--- src/rid_pkg.sv ---
package rid_pkg;

    // One character of an identity number.
    typedef struct packed {
        logic [7:0] char_code;
        logic       last_char;
    } t_char_item;

    // One result, delivered for the character that closes a number.
    typedef struct packed {
        logic       id_valid;
        logic [2:0] error_code;
        logic [7:0] age_years;
        logic       is_male;
    } t_result;

    // One configuration write.
    typedef struct packed {
        logic [1:0]  reg_index;
        logic [13:0] write_data;
    } t_cfg_write;

    typedef enum logic [2:0] {
        ERR_NONE   = 3'd0,
        ERR_LENGTH = 3'd1,
        ERR_CHAR   = 3'd2,
        ERR_DATE   = 3'd3,
        ERR_AGE    = 3'd4,
        ERR_CHECK  = 3'd5
    } t_err_code;

    localparam logic [1:0] REG_TODAY_YEAR  = 2'd0;
    localparam logic [1:0] REG_TODAY_MONTH = 2'd1;
    localparam logic [1:0] REG_TODAY_DAY   = 2'd2;

    localparam logic [13:0] RST_TODAY_YEAR  = 14'd2000;
    localparam logic [3:0]  RST_TODAY_MONTH = 4'd1;
    localparam logic [4:0]  RST_TODAY_DAY   = 5'd1;

    // Character positions.
    localparam logic [4:0] ID_LEN     = 5'd18;
    localparam logic [4:0] CHECK_POS  = 5'd17;
    localparam logic [4:0] SEX_POS    = 5'd16;
    localparam logic [4:0] COUNT_SAT  = 5'd19;
    localparam logic [4:0] CENT_FIRST = 5'd6;
    localparam logic [4:0] CENT_LAST  = 5'd7;
    localparam logic [4:0] YR2_FIRST  = 5'd8;
    localparam logic [4:0] YR2_LAST   = 5'd9;
    localparam logic [4:0] MON_FIRST  = 5'd10;
    localparam logic [4:0] MON_LAST   = 5'd11;
    localparam logic [4:0] DAY_FIRST  = 5'd12;
    localparam logic [4:0] DAY_LAST   = 5'd13;

    localparam logic [7:0] CHAR_0    = 8'h30;
    localparam logic [7:0] CHAR_9    = 8'h39;
    localparam logic [7:0] CHAR_X_UP = 8'h58;
    localparam logic [7:0] CHAR_X_LO = 8'h78;
    localparam logic [3:0] CHECK_X   = 4'd10;

    localparam logic [13:0] YEAR_MAX  = 14'd9999;
    localparam logic [3:0]  MONTH_MAX = 4'd12;

    // Reciprocals: x/11 for x < 227, x/100 for x < 43690, x/365 for x < 1.8M.
    localparam logic [7:0]  RECIP_11  = 8'd187;
    localparam logic [12:0] RECIP_100 = 13'd5243;
    localparam logic [15:0] RECIP_365 = 16'd45965;

    // Day differences that give ages 0..150 after truncation toward zero.
    localparam logic signed [22:0] DIFF_LOW  = -23'sd364;
    localparam logic signed [22:0] DIFF_HIGH = 23'sd55114;

    function automatic logic [3:0] weight(input logic [4:0] pos);
        logic [3:0] w;
        case (pos)
            5'd0:    w = 4'd7;
            5'd1:    w = 4'd9;
            5'd2:    w = 4'd10;
            5'd3:    w = 4'd5;
            5'd4:    w = 4'd8;
            5'd5:    w = 4'd4;
            5'd6:    w = 4'd2;
            5'd7:    w = 4'd1;
            5'd8:    w = 4'd6;
            5'd9:    w = 4'd3;
            5'd10:   w = 4'd7;
            5'd11:   w = 4'd9;
            5'd12:   w = 4'd10;
            5'd13:   w = 4'd5;
            5'd14:   w = 4'd8;
            5'd15:   w = 4'd4;
            5'd16:   w = 4'd2;
            default: w = 4'd0;
        endcase
        return w;
    endfunction

    function automatic logic [3:0] check_code(input logic [3:0] sum);
        logic [3:0] c;
        case (sum)
            4'd0:    c = 4'd1;
            4'd1:    c = 4'd0;
            4'd2:    c = CHECK_X;
            4'd3:    c = 4'd9;
            4'd4:    c = 4'd8;
            4'd5:    c = 4'd7;
            4'd6:    c = 4'd6;
            4'd7:    c = 4'd5;
            4'd8:    c = 4'd4;
            4'd9:    c = 4'd3;
            4'd10:   c = 4'd2;
            default: c = 4'd0;
        endcase
        return c;
    endfunction

    // Remainder mod 11 of a value up to 100.
    function automatic logic [3:0] mod11(input logic [6:0] x);
        logic [14:0] p;
        logic [3:0]  q;
        logic [6:0]  r;
        p = 15'(x) * 15'(RECIP_11);
        q = p[14:11];
        r = x - 7'(q) * 7'd11;
        return r[3:0];
    endfunction

    // Appends a decimal digit to a value of at most one digit.
    function automatic logic [6:0] dec_push(input logic [6:0] v, input logic [3:0] d);
        return 7'((v << 3) + (v << 1) + 7'(d));
    endfunction

    function automatic logic [4:0] month_days(input logic [6:0] m, input logic leap);
        logic [4:0] n;
        case (m)
            7'd1, 7'd3, 7'd5, 7'd7, 7'd8, 7'd10, 7'd12: n = 5'd31;
            7'd4, 7'd6, 7'd9, 7'd11:                     n = 5'd30;
            7'd2:    n = leap ? 5'd29 : 5'd28;
            default: n = 5'd0;
        endcase
        return n;
    endfunction

    // Days from March 1 to the first of the month, in a year that starts in March.
    function automatic logic [8:0] month_offset(input logic [6:0] m);
        logic [8:0] o;
        case (m)
            7'd1:    o = 9'd306;
            7'd2:    o = 9'd337;
            7'd3:    o = 9'd0;
            7'd4:    o = 9'd31;
            7'd5:    o = 9'd61;
            7'd6:    o = 9'd92;
            7'd7:    o = 9'd122;
            7'd8:    o = 9'd153;
            7'd9:    o = 9'd184;
            7'd10:   o = 9'd214;
            7'd11:   o = 9'd245;
            7'd12:   o = 9'd275;
            default: o = 9'd0;
        endcase
        return o;
    endfunction

    // Day number from a March-based year, its century and the day of that year.
    function automatic logic [21:0] day_num(input logic [13:0] yy, input logic [6:0] cy,
                                            input logic [8:0] doy);
        logic [21:0] y;
        y = 22'(yy);
        return y * 22'd365 + (y >> 2) - 22'(cy) + 22'(cy >> 2) + 22'(doy);
    endfunction

endpackage

--- src/rid_stream_if.sv ---
interface rid_stream_if #(
    parameter type T = logic
);
    logic valid;
    logic ready;
    T     data;

    modport source (output valid, output data, input ready);
    modport sink   (input valid, input data, output ready);
endinterface

--- src/resident_id_number_validator.sv ---
// Resident identity number validator. Characters of an 18-character identity number
// arrive as ASCII bytes on i_char, one transaction per character, and the character with
// last_char set closes the number; that character, and only that one, produces one result
// transaction on o_result. The block checks the length, that positions 0-16 are digits
// and position 17 a digit or X/x, that positions 6-13 form a valid yyyyMMdd Gregorian
// date, that the age in whole 365-day years up to the reference date lies in 0..150,
// and the ISO 7064 MOD 11-2 check character. The first failing check in that order is
// reported in error_code; age and the male flag are zero unless the number is valid.
// A character can be accepted in every cycle. A result passes through a four-stage
// date pipeline (capture, calendar split, day numbers, difference and range) and then
// the age multiply into the output register before it is presented on o_result. The
// character input stalls only while all five registers hold results and o_result is
// not ready. The reference date is written on i_cfg (index 0 year, 1 month, 2 day);
// the user must write it only while no number is in flight, as the block itself does
// not enforce this. Out-of-range reference values are clamped to the nearest legal
// date.
module resident_id_number_validator (
    input logic   i_clk,
    input logic   i_rst_n,
    rid_stream_if.sink   i_char,
    rid_stream_if.sink   i_cfg,
    rid_stream_if.source o_result
);
    import rid_pkg::*;

    // Configuration registers.
    logic [13:0] r_today_year;
    logic [3:0]  r_today_month;
    logic [4:0]  r_today_day;

    // Per-number accumulation state.
    logic [4:0] r_count,    n_count;
    logic       r_chars_ok, n_chars_ok;
    logic [3:0] r_sum,      n_sum;
    logic [6:0] r_cent,     n_cent;
    logic [6:0] r_yr2,      n_yr2;
    logic [6:0] r_month,    n_month;
    logic [6:0] r_day,      n_day;
    logic       r_sex,      n_sex;
    logic [3:0] r_chk,      n_chk;

    // Pipeline valid bits and stage enables.
    logic r_v1, r_v2, r_v3, r_v4, r_ov;
    logic en1, en2, en3, en4, en_out;
    logic char_acc, last_acc;

    t_char_item in_item;
    t_cfg_write cfg_item;
    t_result    r_out;

    assign in_item  = i_char.data;
    assign cfg_item = i_cfg.data;

    // Each stage moves on when the stage after it is empty or moving itself.
    assign en_out = !r_ov || o_result.ready;
    assign en4    = !r_v4 || en_out;
    assign en3    = !r_v3 || en4;
    assign en2    = !r_v2 || en3;
    assign en1    = !r_v1 || en2;

    assign i_char.ready = en1;
    assign char_acc     = i_char.valid && en1;
    assign last_acc     = char_acc && in_item.last_char;

    assign i_cfg.ready    = 1'b1;
    assign o_result.valid = r_ov;
    assign o_result.data  = r_out;

    // Configuration writes; an index with no register behind it is dropped.
    always_ff @(posedge i_clk) begin
        if (!i_rst_n) begin
            r_today_year  <= RST_TODAY_YEAR;
            r_today_month <= RST_TODAY_MONTH;
            r_today_day   <= RST_TODAY_DAY;
        end else if (i_cfg.valid) begin
            case (cfg_item.reg_index)
                REG_TODAY_YEAR:  r_today_year  <= cfg_item.write_data;
                REG_TODAY_MONTH: r_today_month <= cfg_item.write_data[3:0];
                REG_TODAY_DAY:   r_today_day   <= cfg_item.write_data[4:0];
                default: begin
                end
            endcase
        end
    end

    // ------------------------------------------------------------------
    // Character accumulation. The digit value is weighted into a running
    // MOD 11 sum and the date digits are collected as decimal pairs.
    // ------------------------------------------------------------------
    logic       is_digit;
    logic [7:0] char_off;
    logic [3:0] digit_val;
    logic [6:0] weighted;

    always_comb begin
        is_digit  = (in_item.char_code >= CHAR_0) && (in_item.char_code <= CHAR_9);
        char_off  = in_item.char_code - CHAR_0;
        digit_val = is_digit ? char_off[3:0] : 4'd0;
        weighted  = 7'(digit_val) * 7'(weight(r_count));

        n_count    = r_count;
        n_chars_ok = r_chars_ok;
        n_sum      = r_sum;
        n_cent     = r_cent;
        n_yr2      = r_yr2;
        n_month    = r_month;
        n_day      = r_day;
        n_sex      = r_sex;
        n_chk      = r_chk;

        if (r_count < CHECK_POS) begin
            if (!is_digit) begin
                n_chars_ok = 1'b0;
            end
            n_sum = mod11(7'(r_sum) + weighted);
            if (r_count >= CENT_FIRST && r_count <= CENT_LAST) begin
                n_cent = dec_push(r_cent, digit_val);
            end else if (r_count >= YR2_FIRST && r_count <= YR2_LAST) begin
                n_yr2 = dec_push(r_yr2, digit_val);
            end else if (r_count >= MON_FIRST && r_count <= MON_LAST) begin
                n_month = dec_push(r_month, digit_val);
            end else if (r_count >= DAY_FIRST && r_count <= DAY_LAST) begin
                n_day = dec_push(r_day, digit_val);
            end
            if (r_count == SEX_POS) begin
                n_sex = digit_val[0];
            end
        end else if (r_count == CHECK_POS) begin
            if (is_digit) begin
                n_chk = digit_val;
            end else if (in_item.char_code == CHAR_X_UP || in_item.char_code == CHAR_X_LO) begin
                n_chk = CHECK_X;
            end else begin
                n_chars_ok = 1'b0;
                n_chk      = 4'd0;
            end
        end

        if (r_count < COUNT_SAT) begin
            n_count = r_count + 5'd1;
        end
    end

    // The closing character hands the number to the pipeline and clears the state.
    always_ff @(posedge i_clk) begin
        if (!i_rst_n || last_acc) begin
            r_count    <= '0;
            r_chars_ok <= 1'b1;
            r_sum      <= '0;
            r_cent     <= '0;
            r_yr2      <= '0;
            r_month    <= '0;
            r_day      <= '0;
            r_sex      <= 1'b0;
            r_chk      <= '0;
        end else if (char_acc) begin
            r_count    <= n_count;
            r_chars_ok <= n_chars_ok;
            r_sum      <= n_sum;
            r_cent     <= n_cent;
            r_yr2      <= n_yr2;
            r_month    <= n_month;
            r_day      <= n_day;
            r_sex      <= n_sex;
            r_chk      <= n_chk;
        end
    end

    // ------------------------------------------------------------------
    // Stage 1: capture the finished number and the clamped reference date.
    // The century of the reference year comes from a reciprocal multiply.
    // ------------------------------------------------------------------
    logic [13:0] t_year_c;
    logic [3:0]  t_month_c;
    logic [4:0]  t_day_lo;
    logic [26:0] t_prod;

    always_comb begin
        if (r_today_year == 14'd0) begin
            t_year_c = 14'd1;
        end else if (r_today_year > YEAR_MAX) begin
            t_year_c = YEAR_MAX;
        end else begin
            t_year_c = r_today_year;
        end
        if (r_today_month == 4'd0) begin
            t_month_c = 4'd1;
        end else if (r_today_month > MONTH_MAX) begin
            t_month_c = MONTH_MAX;
        end else begin
            t_month_c = r_today_month;
        end
        t_day_lo = (r_today_day == 5'd0) ? 5'd1 : r_today_day;
        t_prod   = 27'(t_year_c) * 27'(RECIP_100);
    end

    logic        r_s1_len_err, r_s1_char_err, r_s1_sex;
    logic [3:0]  r_s1_sum, r_s1_chk;
    logic [6:0]  r_s1_cent, r_s1_yr2, r_s1_month, r_s1_day;
    logic [13:0] r_s1_t_year;
    logic [6:0]  r_s1_t_cent;
    logic [3:0]  r_s1_t_month;
    logic [4:0]  r_s1_t_day;

    always_ff @(posedge i_clk) begin
        if (en1) begin
            r_s1_len_err  <= (n_count != ID_LEN);
            r_s1_char_err <= !n_chars_ok;
            r_s1_sex      <= n_sex;
            r_s1_sum      <= n_sum;
            r_s1_chk      <= n_chk;
            r_s1_cent     <= n_cent;
            r_s1_yr2      <= n_yr2;
            r_s1_month    <= n_month;
            r_s1_day      <= n_day;
            r_s1_t_year   <= t_year_c;
            r_s1_t_cent   <= t_prod[25:19];
            r_s1_t_month  <= t_month_c;
            r_s1_t_day    <= t_day_lo;
        end
    end

    // ------------------------------------------------------------------
    // Stage 2: date and check-character tests, leap years, day clamp,
    // and the split into a March-based year plus the day within it.
    // ------------------------------------------------------------------
    logic [13:0] b_year, b_yy, t_rem, t_yy;
    logic        b_leap, b_jf, t_leap, t_jf, b_date_err;
    logic [4:0]  b_mdays, t_mdays, t_day_c;
    logic [6:0]  b_cy, t_yr2, t_cy, t_month7;
    logic [8:0]  b_doy, t_doy;

    always_comb begin
        b_year     = 14'(r_s1_cent) * 14'd100 + 14'(r_s1_yr2);
        b_leap     = (r_s1_yr2 != 7'd0) ? (r_s1_yr2[1:0] == 2'd0) : (r_s1_cent[1:0] == 2'd0);
        b_mdays    = month_days(r_s1_month, b_leap);
        b_date_err = (b_year == 14'd0) || (r_s1_day == 7'd0) || (r_s1_day > 7'(b_mdays));
        b_jf       = (r_s1_month == 7'd1) || (r_s1_month == 7'd2);
        b_yy       = b_year - 14'(b_jf);
        b_cy       = (b_jf && r_s1_yr2 == 7'd0) ? r_s1_cent - 7'd1 : r_s1_cent;
        b_doy      = month_offset(r_s1_month) + 9'(r_s1_day) - 9'd1;

        t_rem    = r_s1_t_year - 14'(r_s1_t_cent) * 14'd100;
        t_yr2    = t_rem[6:0];
        t_leap   = (t_yr2 != 7'd0) ? (t_yr2[1:0] == 2'd0) : (r_s1_t_cent[1:0] == 2'd0);
        t_month7 = 7'(r_s1_t_month);
        t_mdays  = month_days(t_month7, t_leap);
        t_day_c  = (r_s1_t_day > t_mdays) ? t_mdays : r_s1_t_day;
        t_jf     = (r_s1_t_month == 4'd1) || (r_s1_t_month == 4'd2);
        t_yy     = r_s1_t_year - 14'(t_jf);
        t_cy     = (t_jf && t_yr2 == 7'd0) ? r_s1_t_cent - 7'd1 : r_s1_t_cent;
        t_doy    = month_offset(t_month7) + 9'(t_day_c) - 9'd1;
    end

    logic        r_s2_len_err, r_s2_char_err, r_s2_date_err, r_s2_chk_err, r_s2_sex;
    logic [13:0] r_s2_b_yy, r_s2_t_yy;
    logic [6:0]  r_s2_b_cy, r_s2_t_cy;
    logic [8:0]  r_s2_b_doy, r_s2_t_doy;

    always_ff @(posedge i_clk) begin
        if (en2) begin
            r_s2_len_err  <= r_s1_len_err;
            r_s2_char_err <= r_s1_char_err;
            r_s2_date_err <= b_date_err;
            r_s2_chk_err  <= (check_code(r_s1_sum) != r_s1_chk);
            r_s2_sex      <= r_s1_sex;
            r_s2_b_yy     <= b_yy;
            r_s2_b_cy     <= b_cy;
            r_s2_b_doy    <= b_doy;
            r_s2_t_yy     <= t_yy;
            r_s2_t_cy     <= t_cy;
            r_s2_t_doy    <= t_doy;
        end
    end

    // Stage 3: absolute day numbers of the birth date and the reference date.
    logic        r_s3_len_err, r_s3_char_err, r_s3_date_err, r_s3_chk_err, r_s3_sex;
    logic [21:0] r_s3_dn_b, r_s3_dn_t;

    always_ff @(posedge i_clk) begin
        if (en3) begin
            r_s3_len_err  <= r_s2_len_err;
            r_s3_char_err <= r_s2_char_err;
            r_s3_date_err <= r_s2_date_err;
            r_s3_chk_err  <= r_s2_chk_err;
            r_s3_sex      <= r_s2_sex;
            r_s3_dn_b     <= day_num(r_s2_b_yy, r_s2_b_cy, r_s2_b_doy);
            r_s3_dn_t     <= day_num(r_s2_t_yy, r_s2_t_cy, r_s2_t_doy);
        end
    end

    // ------------------------------------------------------------------
    // Stage 4: day difference, age range and the error code. A birth date
    // less than a year in the future still counts as age zero.
    // ------------------------------------------------------------------
    logic signed [22:0] day_diff;
    logic               age_err;
    t_err_code          err_sel;

    always_comb begin
        day_diff = $signed({1'b0, r_s3_dn_t}) - $signed({1'b0, r_s3_dn_b});
        age_err  = (day_diff < DIFF_LOW) || (day_diff > DIFF_HIGH);
        if (r_s3_len_err) begin
            err_sel = ERR_LENGTH;
        end else if (r_s3_char_err) begin
            err_sel = ERR_CHAR;
        end else if (r_s3_date_err) begin
            err_sel = ERR_DATE;
        end else if (age_err) begin
            err_sel = ERR_AGE;
        end else if (r_s3_chk_err) begin
            err_sel = ERR_CHECK;
        end else begin
            err_sel = ERR_NONE;
        end
    end

    t_err_code   r_s4_err;
    logic [15:0] r_s4_days;
    logic        r_s4_sex;

    always_ff @(posedge i_clk) begin
        if (en4) begin
            r_s4_err  <= err_sel;
            r_s4_days <= day_diff[22] ? 16'd0 : day_diff[15:0];
            r_s4_sex  <= r_s3_sex;
        end
    end

    // Output stage: whole years by a reciprocal multiply, then the result register.
    logic [31:0] age_prod;
    logic        res_ok;

    always_comb begin
        age_prod = 32'(r_s4_days) * 32'(RECIP_365);
        res_ok   = (r_s4_err == ERR_NONE);
    end

    always_ff @(posedge i_clk) begin
        if (en_out) begin
            r_out.id_valid   <= res_ok;
            r_out.error_code <= r_s4_err;
            r_out.age_years  <= res_ok ? age_prod[31:24] : 8'd0;
            r_out.is_male    <= res_ok && r_s4_sex;
        end
    end

    always_ff @(posedge i_clk) begin
        if (!i_rst_n) begin
            r_v1 <= 1'b0;
            r_v2 <= 1'b0;
            r_v3 <= 1'b0;
            r_v4 <= 1'b0;
            r_ov <= 1'b0;
        end else begin
            if (en1) begin
                r_v1 <= last_acc;
            end
            if (en2) begin
                r_v2 <= r_v1;
            end
            if (en3) begin
                r_v3 <= r_v2;
            end
            if (en4) begin
                r_v4 <= r_v3;
            end
            if (en_out) begin
                r_ov <= r_v4;
            end
        end
    end

`ifndef SYNTHESIS
    // A closing character always enters the date pipeline.
    a_last_enters: assert property (@(posedge i_clk) disable iff (!i_rst_n)
        last_acc |=> r_v1)
        else $error("closing character did not enter the pipeline");

    // A closing character leaves the accumulation state cleared.
    a_state_cleared: assert property (@(posedge i_clk) disable iff (!i_rst_n)
        last_acc |=> (r_count == 5'd0 && r_chars_ok && r_sum == 4'd0))
        else $error("number state not cleared after closing character");

    // A rejected number carries an error code and no age or sex.
    a_reject_clean: assert property (@(posedge i_clk) disable iff (!i_rst_n)
        (o_result.valid && !o_result.data.id_valid) |->
            (o_result.data.error_code != ERR_NONE && o_result.data.age_years == 8'd0 &&
             !o_result.data.is_male))
        else $error("rejected number has inconsistent result fields");

    // An accepted number never reports an age above the limit.
    a_age_limit: assert property (@(posedge i_clk) disable iff (!i_rst_n)
        (o_result.valid && o_result.data.id_valid) |->
            (o_result.data.error_code == ERR_NONE && o_result.data.age_years <= 8'd150))
        else $error("accepted number has age out of range");
`endif

endmodule

--- src/flat_wrapper.sv ---
// flat-port wrapper written by rule: the top's interface ports become plain ports
module resident_id_number_validator_flat import rid_pkg::*;
  (i_clk, i_rst_n, i_char_valid, i_char_data, i_char_ready, i_cfg_valid, i_cfg_data, i_cfg_ready, o_result_valid, o_result_data, o_result_ready);
  rid_stream_if #(.T(t_char_item)) i_char_i ();
  rid_stream_if #(.T(t_cfg_write)) i_cfg_i ();
  rid_stream_if #(.T(t_result)) o_result_i ();
  input logic i_clk;
  input logic i_rst_n;
  input wire logic [$bits(i_char_i.valid)-1:0] i_char_valid;
  input wire logic [$bits(i_char_i.data)-1:0] i_char_data;
  output wire logic [$bits(i_char_i.ready)-1:0] i_char_ready;
  input wire logic [$bits(i_cfg_i.valid)-1:0] i_cfg_valid;
  input wire logic [$bits(i_cfg_i.data)-1:0] i_cfg_data;
  output wire logic [$bits(i_cfg_i.ready)-1:0] i_cfg_ready;
  output wire logic [$bits(o_result_i.valid)-1:0] o_result_valid;
  output wire logic [$bits(o_result_i.data)-1:0] o_result_data;
  input wire logic [$bits(o_result_i.ready)-1:0] o_result_ready;
  assign i_char_i.valid = i_char_valid;
  assign i_char_i.data = i_char_data;
  assign i_char_ready = i_char_i.ready;
  assign i_cfg_i.valid = i_cfg_valid;
  assign i_cfg_i.data = i_cfg_data;
  assign i_cfg_ready = i_cfg_i.ready;
  assign o_result_valid = o_result_i.valid;
  assign o_result_data = o_result_i.data;
  assign o_result_i.ready = o_result_ready;
  resident_id_number_validator u_core (.i_clk(i_clk), .i_rst_n(i_rst_n), .i_char(i_char_i), .i_cfg(i_cfg_i), .o_result(o_result_i));
endmodule
--- config.mk ---
export PLATFORM = sky130hd
export DESIGN_NAME = resident_id_number_validator_flat
export DESIGN_NICKNAME = d
export VERILOG_FILES = /design/src/rid_pkg.sv /design/src/rid_stream_if.sv /design/src/resident_id_number_validator.sv /design/src/flat_wrapper.sv
export SDC_FILE = /design/constraint.sdc
export NUM_CORES = 2
export LEC_CHECK = 0
export BUFFER_PORTS_ARGS = -buffer_cell sky130_fd_sc_hd__buf_2
export CAP_MARGIN = 20
export CORE_ASPECT_RATIO = 1.25
export CORE_MARGIN = 5
export CORE_UTILIZATION = 55
export DETAILED_ROUTE_END_ITERATION = 8
export PLACE_DENSITY = 0.71
export SYNTH_ARGS = -nofsm -noshare
export SYNTH_HDL_FRONTEND = slang
export SYNTH_SLANG_ARGS = --single-unit
--- constraint.sdc ---
create_clock -name i_clk -period 14.2 [get_ports i_clk]
set_input_delay 2.84 -clock i_clk [delete_from_list [all_inputs] [get_ports i_clk]]
set_output_delay 2.84 -clock i_clk [all_outputs]
set_load 0.01 [all_outputs]
==> impl_metrics.prom <==
# TYPE chip_impl_metric gauge
chip_impl_metric{name="largest_net_degree_at_the_start_of_global_routing",unit=""} 66
chip_impl_info{name="netlist.top_cell.by_area",value="sky130_fd_sc_hd__ha_1"} 1
chip_impl_metric{name="synth.top_cell.area_share",unit="%"} 22.7
chip_impl_info{name="hp-class",value="flop to flop"} 1
chip_impl_metric{name="path_clk_slew",unit="ns"} 0.06
chip_impl_metric{name="cts_max_path_buffers",unit=""} 3
chip_impl_metric{name="cts_num_sinks",unit=""} 304
chip_impl_metric{name="antennaDiodeCount",unit=""} 0
chip_impl_metric{name="detailed_placement_hpwl",unit="um"} 53200
chip_impl_metric{name="cp_data_required_time",unit="ns"} 14.67
chip_impl_metric{name="post-cts-setup-buffer-count",unit=""} 0
chip_impl_info{name="layout_commonest_cell",value="sky130_fd_sc_hd__inv_1"} 1
chip_impl_metric{name="finalWorstPathRequiredPeriod",unit="ns"} 11.98
chip_impl_metric{name="routed_len_inst",unit="um"} 15.1
chip_impl_metric{name="yosysUniqueCellTypes",unit=""} 92
chip_impl_metric{name="port_buffers",unit=""} 44
chip_impl_info{name="cts_tree",value="built"} 1
chip_impl_metric{name="final_net_count",unit=""} 4334
chip_impl_metric{name="report.final.slew_viol_count",unit=""} 0
chip_impl_metric{name="io_pins",unit=""} 46
chip_impl_metric{name="tns",unit="ns"} 0
chip_impl_info{name="cp-start-kind",value="primary input"} 1
chip_impl_metric{name="synth.net_count",unit=""} 4294
chip_impl_metric{name="design.core.area",unit="um^2"} 60800
chip_impl_metric{name="place.gp.congestion",unit=""} 0.883
chip_impl_metric{name="antenna_violations_before_repair",unit=""} 0
chip_impl_metric{name="worst_clock_skew",unit="ns"} 0.0153
chip_impl_metric{name="cts.htree.levels",unit=""} 1
chip_impl_metric{name="fp.dieH",unit="um"} 287
chip_impl_metric{name="tritoncts.num_buffers",unit=""} 31
chip_impl_metric{name="setup_viol",unit=""} 0
chip_impl_metric{name="postCtsHoldBufs",unit=""} 0
chip_impl_metric{name="final_layout_size_suffix_gt1_share",unit="%"} 4.39
chip_impl_metric{name="post_cts_resized",unit=""} 0
chip_impl_metric{name="seq_area_frac_synth",unit="%"} 24.4
chip_impl_metric{name="finalHoldViolations",unit=""} 0
chip_impl_metric{name="synth_edf_count",unit=""} 216
chip_impl_info{name="outcome",value="completed"} 1
chip_impl_metric{name="worst-endpoint-arrival",unit="ns"} 12.44
chip_impl_metric{name="synth_cells",unit=""} 3286
chip_impl_metric{name="worstSkewPairLatency",unit="ns"} 0.59
chip_impl_metric{name="cp_slowest_stage_delay",unit="ns"} 0.54
chip_impl_metric{name="grt_overflow",unit=""} 0
chip_impl_metric{name="area_growth_syn_to_layout",unit="%"} 6.42
chip_impl_metric{name="full_die_area",unit="um^2"} 66500
chip_impl_info{name="grt_setup_unrepaired",value="false"} 1
chip_impl_metric{name="postRouteWirelength",unit="um"} 63100
chip_impl_info{name="crit_type",value="primary input to flop"} 1
chip_impl_metric{name="syn-cell-area",unit="um^2"} 33800
chip_impl_metric{name="tightest_slew",unit="ns"} 1.11
chip_impl_info{name="layout.cells.most_common_list",value="sky130_fd_sc_hd__inv_1 (690), sky130_fd_sc_hd__ha_1 (613), sky130_fd_sc_hd__fa_1 (365)"} 1
chip_impl_metric{name="detail_route.drc_violations",unit=""} 0
chip_impl_info{name="clock-root-buffer",value="sky130_fd_sc_hd__clkbuf_16"} 1
chip_impl_metric{name="num_rows",unit=""} 101
chip_impl_metric{name="start_util",unit="%"} 55.6
chip_impl_metric{name="detail_route.iter0.violations",unit=""} 824
chip_impl_info{name="worstSetupEndpointType",value="flop"} 1
chip_impl_info{name="cpMaxStageDelayCell",value="sky130_fd_sc_hd__fa_1"} 1
chip_impl_metric{name="route.detailed.vias_per_inst",unit=""} 5.20
chip_impl_metric{name="worstPathMaxFanout",unit=""} 21
chip_impl_metric{name="slew_headroom",unit="%"} 26.2
chip_impl_metric{name="grt_util_all_layers",unit="%"} 19.5
chip_impl_info{name="ys_dominant_reg_cell",value="sky130_fd_sc_hd__edfxtp_1"} 1
chip_impl_metric{name="routed-via-count",unit=""} 21690
chip_impl_metric{name="timing.fmax",unit="MHz"} 83.5
chip_impl_metric{name="synth_seq_cells",unit=""} 304
chip_impl_metric{name="syn_avg_cell_area",unit="um^2"} 10.3
chip_impl_metric{name="grt_first_pass_wirelength",unit="um"} 108000
chip_impl_metric{name="final.period_utilization",unit="%"} 84.4
chip_impl_metric{name="floorplan.die.width",unit="um"} 232
chip_impl_info{name="yosys-top-cells-area",value="sky130_fd_sc_hd__ha_1 (23%), sky130_fd_sc_hd__fa_1 (22%), sky130_fd_sc_hd__edfxtp_1 (19%)"} 1
chip_impl_metric{name="dr.pass1.iters",unit=""} 5
chip_impl_metric{name="drt.antenna.violating_nets",unit=""} 0
chip_impl_metric{name="grt_pass1_vias",unit=""} 22771
chip_impl_metric{name="yosysWarnings",unit=""} 0
chip_impl_metric{name="synthArstFlopShare",unit="%"} 0
chip_impl_metric{name="drv.max_cap_violation_count",unit=""} 0
-- sequential cells by signal, indices dropped and copies added (netlist names), 9 cells and up, named ones only --
register	flops
u_core.r_s4_days	16
u_core.r_s1_t_year	14
u_core.r_s2_b_doy	9
u_core.r_s2_b_yy	14
u_core.r_s3_dn_b	22
u_core.r_s3_dn_t	22
u_core.r_s2_t_yy	14
u_core.r_s2_t_doy	9
u_core.r_today_year	14
u_core.o_result.data	13
-- final cells by class --
class                           count  area (um^2)
Clock inverter                     10         87.6
Clock buffer                       48          918
Sequential cell                   304         8250
Tap cell                          824         1030
Inverter                          691         2590
Timing Repair Buffer               52          293
Fill cell                        5189        24800
Multi-Input combinational cell   2246        22800
-- cell usage after synthesis (5+ instances only) --
cell                        count
sky130_fd_sc_hd__mux2_2        17
sky130_fd_sc_hd__o21a_1        14
sky130_fd_sc_hd__a31oi_1       13
sky130_fd_sc_hd__nand2b_1      13
sky130_fd_sc_hd__nor4_1         8
sky130_fd_sc_hd__nand3b_1       8
sky130_fd_sc_hd__a21o_1        45
sky130_fd_sc_hd__fa_1         365
sky130_fd_sc_hd__nor2_1       184
sky130_fd_sc_hd__xor2_1        50
sky130_fd_sc_hd__and2_1        14
sky130_fd_sc_hd__inv_1        691
sky130_fd_sc_hd__and3_1        28
sky130_fd_sc_hd__or2_2          5
sky130_fd_sc_hd__a2111oi_0      6
sky130_fd_sc_hd__o22ai_1        7
sky130_fd_sc_hd__a21boi_0      13
sky130_fd_sc_hd__o2111ai_1      5
sky130_fd_sc_hd__o21bai_1      15
sky130_fd_sc_hd__edfxtp_1     216
sky130_fd_sc_hd__o211ai_1       8
sky130_fd_sc_hd__nand2_1      175
sky130_fd_sc_hd__a21oi_1      119
sky130_fd_sc_hd__nor2b_1       39
sky130_fd_sc_hd__or3_1         17
sky130_fd_sc_hd__mux2i_1       24
sky130_fd_sc_hd__nand4_1       13
sky130_fd_sc_hd__o21ai_0       82
sky130_fd_sc_hd__clkbuf_1      40
sky130_fd_sc_hd__nor3b_1        6
sky130_fd_sc_hd__o31ai_1        5
sky130_fd_sc_hd__o41ai_1        5
sky130_fd_sc_hd__dfxtp_1       88
sky130_fd_sc_hd__nand3_1       43
sky130_fd_sc_hd__nor3_1        53
sky130_fd_sc_hd__ha_1         613
sky130_fd_sc_hd__a211oi_1      18
sky130_fd_sc_hd__xnor2_1      140
-- critical path, delay by kind of cell --
family | cells | cell delay, ns
adders and majority gates | 12 | 4.65
AOI/OAI and AO/OA | 11 | 2.03
and+or+nand+nor | 7 | 1.67
xor gates and xnor gates | 5 | 0.86
buffers and inverters | 5 | 0.35
-- worst paths after layout --
| kind | from | to | slack [ns] | depth (start not counted) |
|---|---|---|---|---|
| max | i_char_data[2] | flop | 2.22 | 40 |
| max reg2reg | flop | flop | 4.94 | 37 |
| min | u_core.r_s1_char_err | u_core.r_s2_char_err | 0.42 | 0 |
| min reg2reg | u_core.r_s1_char_err | u_core.r_s2_char_err | 0.42 | 0 |
-- kinds of logic after synthesis --
kind of cell	count (synthesis)	synth area share, %
xor gates and xnor gates	191	4.98
DFF	304	24.4
and+or+nand+nor	627	8.83
other	1	0.0111
buffers and inverters	736	8.21
AOI/OAI and AO/OA	406	7.81
muxes	43	1.39
adders and majority gates	978	44.3
-- stage by stage --
step	hold slack [ns]	instance area [um^2]	setup WS, ns	cells	util, %
after detailed placement	0.405	34900	1.58	4116	57.4
after floorplan	0.400	33800	2.23	3286	-
final	0.418	35900	2.22	4175	59.1
after global placement	0.403	34900	1.78	4116	57.4
after CTS	0.420	35900	2.19	4174	59.1
after global routing	0.430	35900	1.33	4175	59.1
-- metal layers --
layer / global-route usage [%] / vias to the layer above / part of all wire [%]
li1: - / 10864 / -
met1: 23.7 / 10558 / 42
met2: 38.0 / 196 / 54
met3: 1.39 / 72 / 2.1
met4: 3.90 / 0 / 1.9
met5: 0 / - / 0
Power is left out: the tool's default activity adds up to more than one toggle a clock period on the data nets, which glitch-free logic cannot reach.
